`src/hdl/hdb_pkg.sv`:
```
// Package with the constants, codes and control structs of the decoder.
package hdb_pkg;

  localparam int SYMBOLS      = 256;
  localparam int NODE_W       = 10;
  localparam int COUNT_W      = 16;
  localparam int LIMIT_W      = 24;
  localparam int CHILD_W      = 2 * NODE_W;
  localparam int WEIGHT_DEPTH = 2 * SYMBOLS + 2;
  localparam int CHILD_DEPTH  = SYMBOLS;
  localparam int CHILD_AW     = $clog2(CHILD_DEPTH);
  localparam int WEIGHT_AW    = $clog2(WEIGHT_DEPTH);

  localparam logic [NODE_W-1:0] END_NODE    = NODE_W'(SYMBOLS);
  localparam logic [NODE_W-1:0] FIRST_INNER = NODE_W'(SYMBOLS + 1);
  localparam logic [NODE_W-1:0] TOP_NODE    = NODE_W'(2 * SYMBOLS);
  localparam logic [NODE_W-1:0] LAST_HEADER = NODE_W'(2 * SYMBOLS - 1);

  localparam logic [LIMIT_W-1:0] LIMIT_RESET = 24'd39758;

  localparam logic [1:0] KIND_DATA  = 2'd0;
  localparam logic [1:0] KIND_DONE  = 2'd1;
  localparam logic [1:0] KIND_ERROR = 2'd2;

  localparam logic [1:0] PH_HEADER   = 2'd0;
  localparam logic [1:0] PH_DATA     = 2'd1;
  localparam logic [1:0] PH_FINISHED = 2'd2;

  typedef struct packed {
    logic       capture;
    logic       head_hi;
    logic       head_wr;
    logic       hidx_inc;
    logic       hidx_clr;
    logic       build_init;
    logic       scan_init;
    logic       scan_issue;
    logic       merge_wr;
    logic       zero_m1;
    logic       zero_m2;
    logic       merge_next;
    logic       data_start;
    logic       bit_load;
    logic       bit_dec;
    logic       walk_child;
    logic       emit_data;
    logic       record;
    logic [1:0] rec_kind;
    logic       flush;
  } cmd_t;

  typedef struct packed {
    logic hidx_odd;
    logic hidx_last;
    logic in_last;
    logic emit_ge;
    logic emit_next_ge;
    logic walk_bad;
    logic child_ge_walk;
    logic child_inner;
    logic child_end;
    logic bit_zero;
    logic scan_at_end;
    logic have_two;
    logic fresh_top;
    logic rec_ok;
    logic pend_valid;
    logic out_free;
  } sts_t;

endpackage

```
`src/hdl/hdb_ctrl.sv`:
```
// Controller state machine: sequences header, tree build and code walk.
module hdb_ctrl (
  input  logic         clk,
  input  logic         rst,
  input  logic         s_valid,
  output logic         s_ready,
  input  hdb_pkg::sts_t sts,
  output hdb_pkg::cmd_t cmd
);
  import hdb_pkg::*;

  localparam logic [3:0] S_IDLE     = 4'd0;
  localparam logic [3:0] S_HEAD     = 4'd1;
  localparam logic [3:0] S_BINIT    = 4'd2;
  localparam logic [3:0] S_SCANINIT = 4'd3;
  localparam logic [3:0] S_SCAN     = 4'd4;
  localparam logic [3:0] S_SCANLAST = 4'd5;
  localparam logic [3:0] S_MERGE0   = 4'd6;
  localparam logic [3:0] S_MERGE1   = 4'd7;
  localparam logic [3:0] S_MERGE2   = 4'd8;
  localparam logic [3:0] S_BDONE    = 4'd9;
  localparam logic [3:0] S_DCHK     = 4'd10;
  localparam logic [3:0] S_WRD      = 4'd11;
  localparam logic [3:0] S_WEV      = 4'd12;
  localparam logic [3:0] S_STOP     = 4'd13;
  localparam logic [3:0] S_FLUSH    = 4'd14;
  localparam logic [3:0] S_FIN      = 4'd15;

  logic [3:0] state, state_next;
  logic [1:0] phase, phase_next;
  logic [1:0] stop_kind, stop_kind_next;

  always_ff @(posedge clk) begin
    if (rst) begin
      state     <= S_IDLE;
      phase     <= PH_HEADER;
      stop_kind <= KIND_ERROR;
    end else begin
      state     <= state_next;
      phase     <= phase_next;
      stop_kind <= stop_kind_next;
    end
  end

  assign s_ready = (state == S_IDLE);

  always_comb begin
    cmd            = '0;
    cmd.rec_kind   = KIND_DATA;
    state_next     = state;
    phase_next     = phase;
    stop_kind_next = stop_kind;
    unique case (state)
      S_IDLE: begin
        if (s_valid) begin
          cmd.capture = 1'b1;
          priority if (phase == PH_HEADER) state_next = S_HEAD;
          else if (phase == PH_DATA) state_next = S_DCHK;
          else state_next = S_FIN;
        end
      end
      S_HEAD: begin
        cmd.head_hi  = !sts.hidx_odd;
        cmd.head_wr  = sts.hidx_odd;
        cmd.hidx_inc = 1'b1;
        priority if (sts.in_last) begin
          stop_kind_next = KIND_ERROR;
          state_next     = S_STOP;
        end else if (sts.hidx_last) begin
          state_next = S_BINIT;
        end else begin
          state_next = S_IDLE;
        end
      end
      S_BINIT: begin
        cmd.build_init = 1'b1;
        state_next     = S_SCANINIT;
      end
      S_SCANINIT: begin
        cmd.scan_init = 1'b1;
        state_next    = S_SCAN;
      end
      S_SCAN: begin
        cmd.scan_issue = 1'b1;
        if (sts.scan_at_end) state_next = S_SCANLAST;
      end
      S_SCANLAST: begin
        state_next = S_MERGE0;
      end
      S_MERGE0: begin
        if (sts.have_two) begin
          cmd.merge_wr = 1'b1;
          state_next   = S_MERGE1;
        end else begin
          state_next = S_BDONE;
        end
      end
      S_MERGE1: begin
        cmd.zero_m1 = 1'b1;
        state_next  = S_MERGE2;
      end
      S_MERGE2: begin
        cmd.zero_m2    = 1'b1;
        cmd.merge_next = 1'b1;
        state_next     = sts.fresh_top ? S_BDONE : S_SCANINIT;
      end
      S_BDONE: begin
        cmd.data_start = 1'b1;
        cmd.hidx_clr   = 1'b1;
        phase_next     = PH_DATA;
        state_next     = S_IDLE;
      end
      S_DCHK: begin
        if (sts.emit_ge) begin
          stop_kind_next = KIND_DONE;
          state_next     = S_STOP;
        end else begin
          cmd.bit_load = 1'b1;
          state_next   = S_WRD;
        end
      end
      S_WRD: begin
        if (sts.walk_bad) begin
          stop_kind_next = KIND_ERROR;
          state_next     = S_STOP;
        end else begin
          state_next = S_WEV;
        end
      end
      S_WEV: begin
        priority if (sts.child_ge_walk) begin
          stop_kind_next = KIND_ERROR;
          state_next     = S_STOP;
        end else if (sts.child_end) begin
          stop_kind_next = KIND_DONE;
          state_next     = S_STOP;
        end else if (sts.child_inner || sts.rec_ok) begin
          cmd.walk_child = sts.child_inner;
          cmd.emit_data  = !sts.child_inner;
          cmd.record     = !sts.child_inner;
          if (!sts.child_inner && sts.emit_next_ge) begin
            stop_kind_next = KIND_DONE;
            state_next     = S_STOP;
          end else if (sts.bit_zero) begin
            if (sts.in_last) begin
              stop_kind_next = KIND_ERROR;
              state_next     = S_STOP;
            end else begin
              state_next = S_FLUSH;
            end
          end else begin
            cmd.bit_dec = 1'b1;
            state_next  = S_WRD;
          end
        end
      end
      S_STOP: begin
        if (sts.rec_ok) begin
          cmd.record   = 1'b1;
          cmd.rec_kind = stop_kind;
          cmd.hidx_clr = 1'b1;
          phase_next   = sts.in_last ? PH_HEADER : PH_FINISHED;
          state_next   = S_FLUSH;
        end
      end
      S_FLUSH: begin
        if (!sts.pend_valid) begin
          state_next = S_IDLE;
        end else if (sts.out_free) begin
          cmd.flush  = 1'b1;
          state_next = S_IDLE;
        end
      end
      S_FIN: begin
        if (sts.in_last) begin
          phase_next   = PH_HEADER;
          cmd.hidx_clr = 1'b1;
        end
        state_next = S_IDLE;
      end
      default: state_next = S_IDLE;
    endcase
  end

endmodule

```
`config.mk`:
```
export PLATFORM = sky130hd
export DESIGN_NAME = hdb_ctrl
export DESIGN_NICKNAME = d
export VERILOG_FILES = /design/src/hdl/hdb_pkg.sv /design/src/hdl/hdb_ctrl.sv
export SDC_FILE = /design/constraint.sdc
export NUM_CORES = 1
export LEC_CHECK = 0
export BUFFER_PORTS_ARGS = -buffer_cell sky130_fd_sc_hd__buf_2
export CORE_AREA = 2 2 53 55
export DETAILED_ROUTE_END_ITERATION = 8
export DIE_AREA = 0 0 55 57
export PLACE_DENSITY = 0.79
export SETUP_SLACK_MARGIN = 0.5
export SLEW_MARGIN = 40
export SYNTH_ARGS = -nofsm -noshare
export SYNTH_HDL_FRONTEND = slang
export SYNTH_SLANG_ARGS = --single-unit
```
`constraint.sdc`:
```
create_clock -name clk -period 1.5 [get_ports clk]
set_input_delay 0.075 -clock clk [delete_from_list [all_inputs] [get_ports clk]]
set_output_delay 0.075 -clock clk [all_outputs]
set_load 0.02 [all_outputs]
```
[Word-level counts from Yosys, hierarchy flattened]
Cells that the tools add are included.
Operators by class
  equality and inequality tests: 25
  mux-type cells: 61
  reductions and logical operators: 12
Operators by type and width (count)
  4-bit 2-to-1 mux: 16
  4-bit one-hot mux with 15 select lines: 1
  4-bit equality test, second input constant: 8
  2-bit 2-to-1 mux: 15
  1-bit 2-to-1 mux: 19
  3-bit 2-to-1 mux: 6
  4-bit by 3-bit equality test with 1-bit output, second input constant: 4
  2-bit inequality test, second input constant: 6
  5-bit AND reduction: 2
  4-bit by 2-bit equality test with 1-bit output, second input constant: 2
  2-bit one-hot mux with 4 select lines: 1
  2-bit one-hot mux with 3 select lines: 1
  5-bit inequality test, second input constant: 1
  4-bit by 1-bit equality test with 1-bit output, second input constant: 1
  4-bit zero test: 1
  4-bit inequality test, second input constant: 1
  4-bit nonzero test: 1
  3-bit inequality test, second input constant: 1
  1-bit one-hot mux with 3 select lines: 1
  3-bit AND reduction: 1
  3-bit nonzero test: 1
  2-bit by 1-bit equality test with 1-bit output, second input constant: 1
  1-bit zero test: 2
  2-bit zero test: 1
  4 further kinds: 4
Storage, ports and cells
  register bits: 8
  bits of input ports: 19
  output and inout port bits: 22
  word-level logic and storage cells: 101

[Longest topological paths before layout]
  depth in word-level cells: 7
  mapped depth: 8
  mapped depth without buffers: 5

[Worst setup path after synthesis]
Ideal clock, no wire load.
  path kind: register to output
  from: register state[2]
  to: output port cmd[3] in the netlist's numbering
  arrival time: 1729 ps
  required time: 1425 ps
  setup slack: -304 ps
  cell stages (with the launch flop): 6
  path buffers: 1
  cell sequence: dfxtp_1 > buf_2 > nand4bb_1 > nor3_2 > nor3b_1 > a21o_1
RTL lines
  from (decl): line hdb_ctrl.sv:29  | logic [3:0] state, state_next;
  from (signal assigned): line hdb_ctrl.sv:39  | state <= state_next;
  to (decl): line hdb_ctrl.sv:8  | output hdb_pkg::cmd_t cmd

==> reports/metrics.yaml <==
timing:
  fmax_ghz: 0.6062
  skew_ps: 4.619
  maxSlewHeadroom_pct: 72.96
  finalCritPeriodShare_pct: 110.0
  rsz0062_at_grt: "true"
  tightest_slew_ps: 399.9
  period_minus_slack_ps: 1650
  worst_slack_ps: -149.7
  setup_violations: 12
  tns_ps: -961.8
  finalHoldViolations: 0
  drv_slew: 0
global_routing:
  grt_pass1_vias: 1524
  met2_usage_pct: 53.06
  grt_max_degree: 12
  grt_overflow: 0
  met1_usage_pct: 39.84
  busiest_layer: "met2"
  antenna_found_initial: 0
  track_usage_pct: 32.64
  use_met3_pct: 3.665
  grt_first_pass_wirelength_mm: 7.424
yosys:
  synthArstFlopShare_pct: 0
  synthCells: 145
  synthFlopType: "dfxtp_1"
  syn_nets: 164
  synth_edf_count: 0
  synth_warnings: 0
  synth_cell_types: 50
  syn-cell-area_um2: 967.2
  synth_seq_cells: 8
  synth.yosys.seq_area_share_pct: 16.56
  syn_avg_cell_area_um2: 6.670
clock_network:
  clock_latency_ps: 250
  cts_tree: "yes"
  clockBufferDepth: 2
  cts_hold_buf: 0
  clk_pin_slew_ps: 60
  htreeDepth: 1
  cts-root-buf: "clkbuf_4"
  cts_sinks: 8
  cts_buffers: 3
routing:
  dr_total_vias: 1602
  drt-total-wl_mm: 5.472
  drt-initial-drc-count: 57
  vias_per_cell: 6.282
  post_drt_wl_per_cell_um: 21.46
  drt_first_pass_iters: 4
  drc: 0
  ant_nets: 0
layout:
  fill_cells: 135
  fin_cells: 255
  final_cell_mix: "41 x buf_6, 23 x buf_4, 19 x buf_2"
  finalNetCount: 245
  antennaDiodeCount: 0
  syn_to_final_growth_pct: 129.1
  layout_commonest_cell: "buf_6"
  drive_gt1_share_pct: 67.86
  design_area_mm2: 0.002216
placement:
  place_hpwl_mm: 2.657
  portBuffers: 40
  gp_congestion: 0.9243
  placed_area_mm2: 0.001510
  place_inst: 224
outcome:
  violations: "setup timing"
  status: "finished with violations"
setup_path:
  cp_data_required_time_ps: 1420
  ff2ff_setup_slack_ps: -90
  start_kind: "flop"
  worst_setup_path_end_kind: "primary output"
  worst-setup-path-type: "flop to primary output"
  worst-path-max-fanout: 4
  cp.arrival_ps: 1570
pwr:
  fin_total_pwr_mw: 4.045
  p_leak_nw: 0.9485
  max-vdd-ir-drop_mv: 1.490
  powerDensity_mw_per_mm2: 1826
min_path:
  min_path_type: "primary input to flop"
die:
  die_x_um: 55
  dieArea_mm2: 0.003135
  num_io_pins: 41
  start_util_pct: 36.99
  core_area_mm2: 0.002615
  die_h_um: 57
  rows: 19
job:
  maxCapViolCount: 0
## through the flow
stage / util, % / worst slack, ps / hold WS [ps]
after global routing: 84.74 / -203.8 / 153.8
after global placement: 57.75 / 40.13 / 371.6
after detailed placement: 57.75 / -25.19 / 374.5
after floorplan: - / 46.22 / 184.9
final: 84.74 / -149.7 / 132.8
after CTS: 78.28 / -62.70 / 117.9
## cell usage after synthesis (3+ instances only)
cell	number	area share, %
nor2_1	23	8.9
a21oi_1	10	5.2
nor3_1	10	5.2
inv_1	9	3.5
dfxtp_1	8	17
nand2_1	8	3.1
buf_2	6	3.1
nand2b_1	6	3.9
and2_1	4	2.6
nor2b_1	4	2.6
o21ai_0	4	2.1
buf_4	3	2.3
nand3_1	3	1.6
nor4b_1	3	2.7
## power breakdown
part / switching, mW / internal (mW)
Clock: 0.0732 / 0.0916
Sequential: 0.151 / 0.294
Combinational: 1.68 / 1.76
Total: 1.90 / 2.14
## layout make-up
class | instances | area [um2] | area share, %
Sequential cell | 8 | 172.7 | 7.792
Tap cell | 31 | 38.79 | 1.750
Clock buffer | 3 | 22.52 | 1.016
Inverter | 9 | 36.28 | 1.637
Multi-Input combinational cell | 115 | 1099 | 49.58
Timing Repair Buffer | 89 | 847.1 | 38.23
## worst paths after layout
path	startpoint	end	depth (start not counted)
worst max-delay path	state[1]	cmd[3]	5
worst min-delay path	rst	state[0]	2
worst max register to register	state[3]	state[2]	6
worst min register to register	stop_kind[0]	stop_kind[0]	2
## logic make-up after synthesis
family / Yosys count / synth area share (%)
multiplexers: 2 / 2.070
AO/OA/AOI/OAI: 39 / 28.98
buffers and inverters: 22 / 11.38
AND/OR/NAND/NOR: 74 / 41.01
flip-flops: 8 / 16.56
## layer usage
layer	part of all wire [%]	vias up
met4	8.1	0
li1	-	681
met5	0	-
met1	35	746
met2	47	126
met3	9.9	49
## flip-flops by register name (all words and copies together) (netlist names)
name	count
phase	2
stop_kind	2
state	4
## worst max-delay path: stages (launching register included)
cell       delay [ps]
dfxtp_4           360
nand4bb_4         270
nor3_4            190
nor3b_4           260
a21o_1            120
buf_6             110
## repair_timing
item,4_1_cts,5_1_grt
gates resized for setup,87,26
endpoints found under the setup margin,30,30
gates cloned,1,0
pin swaps,19,9
setup buffers,19,8
Note: power is estimated with default switching activity, not from simulation.
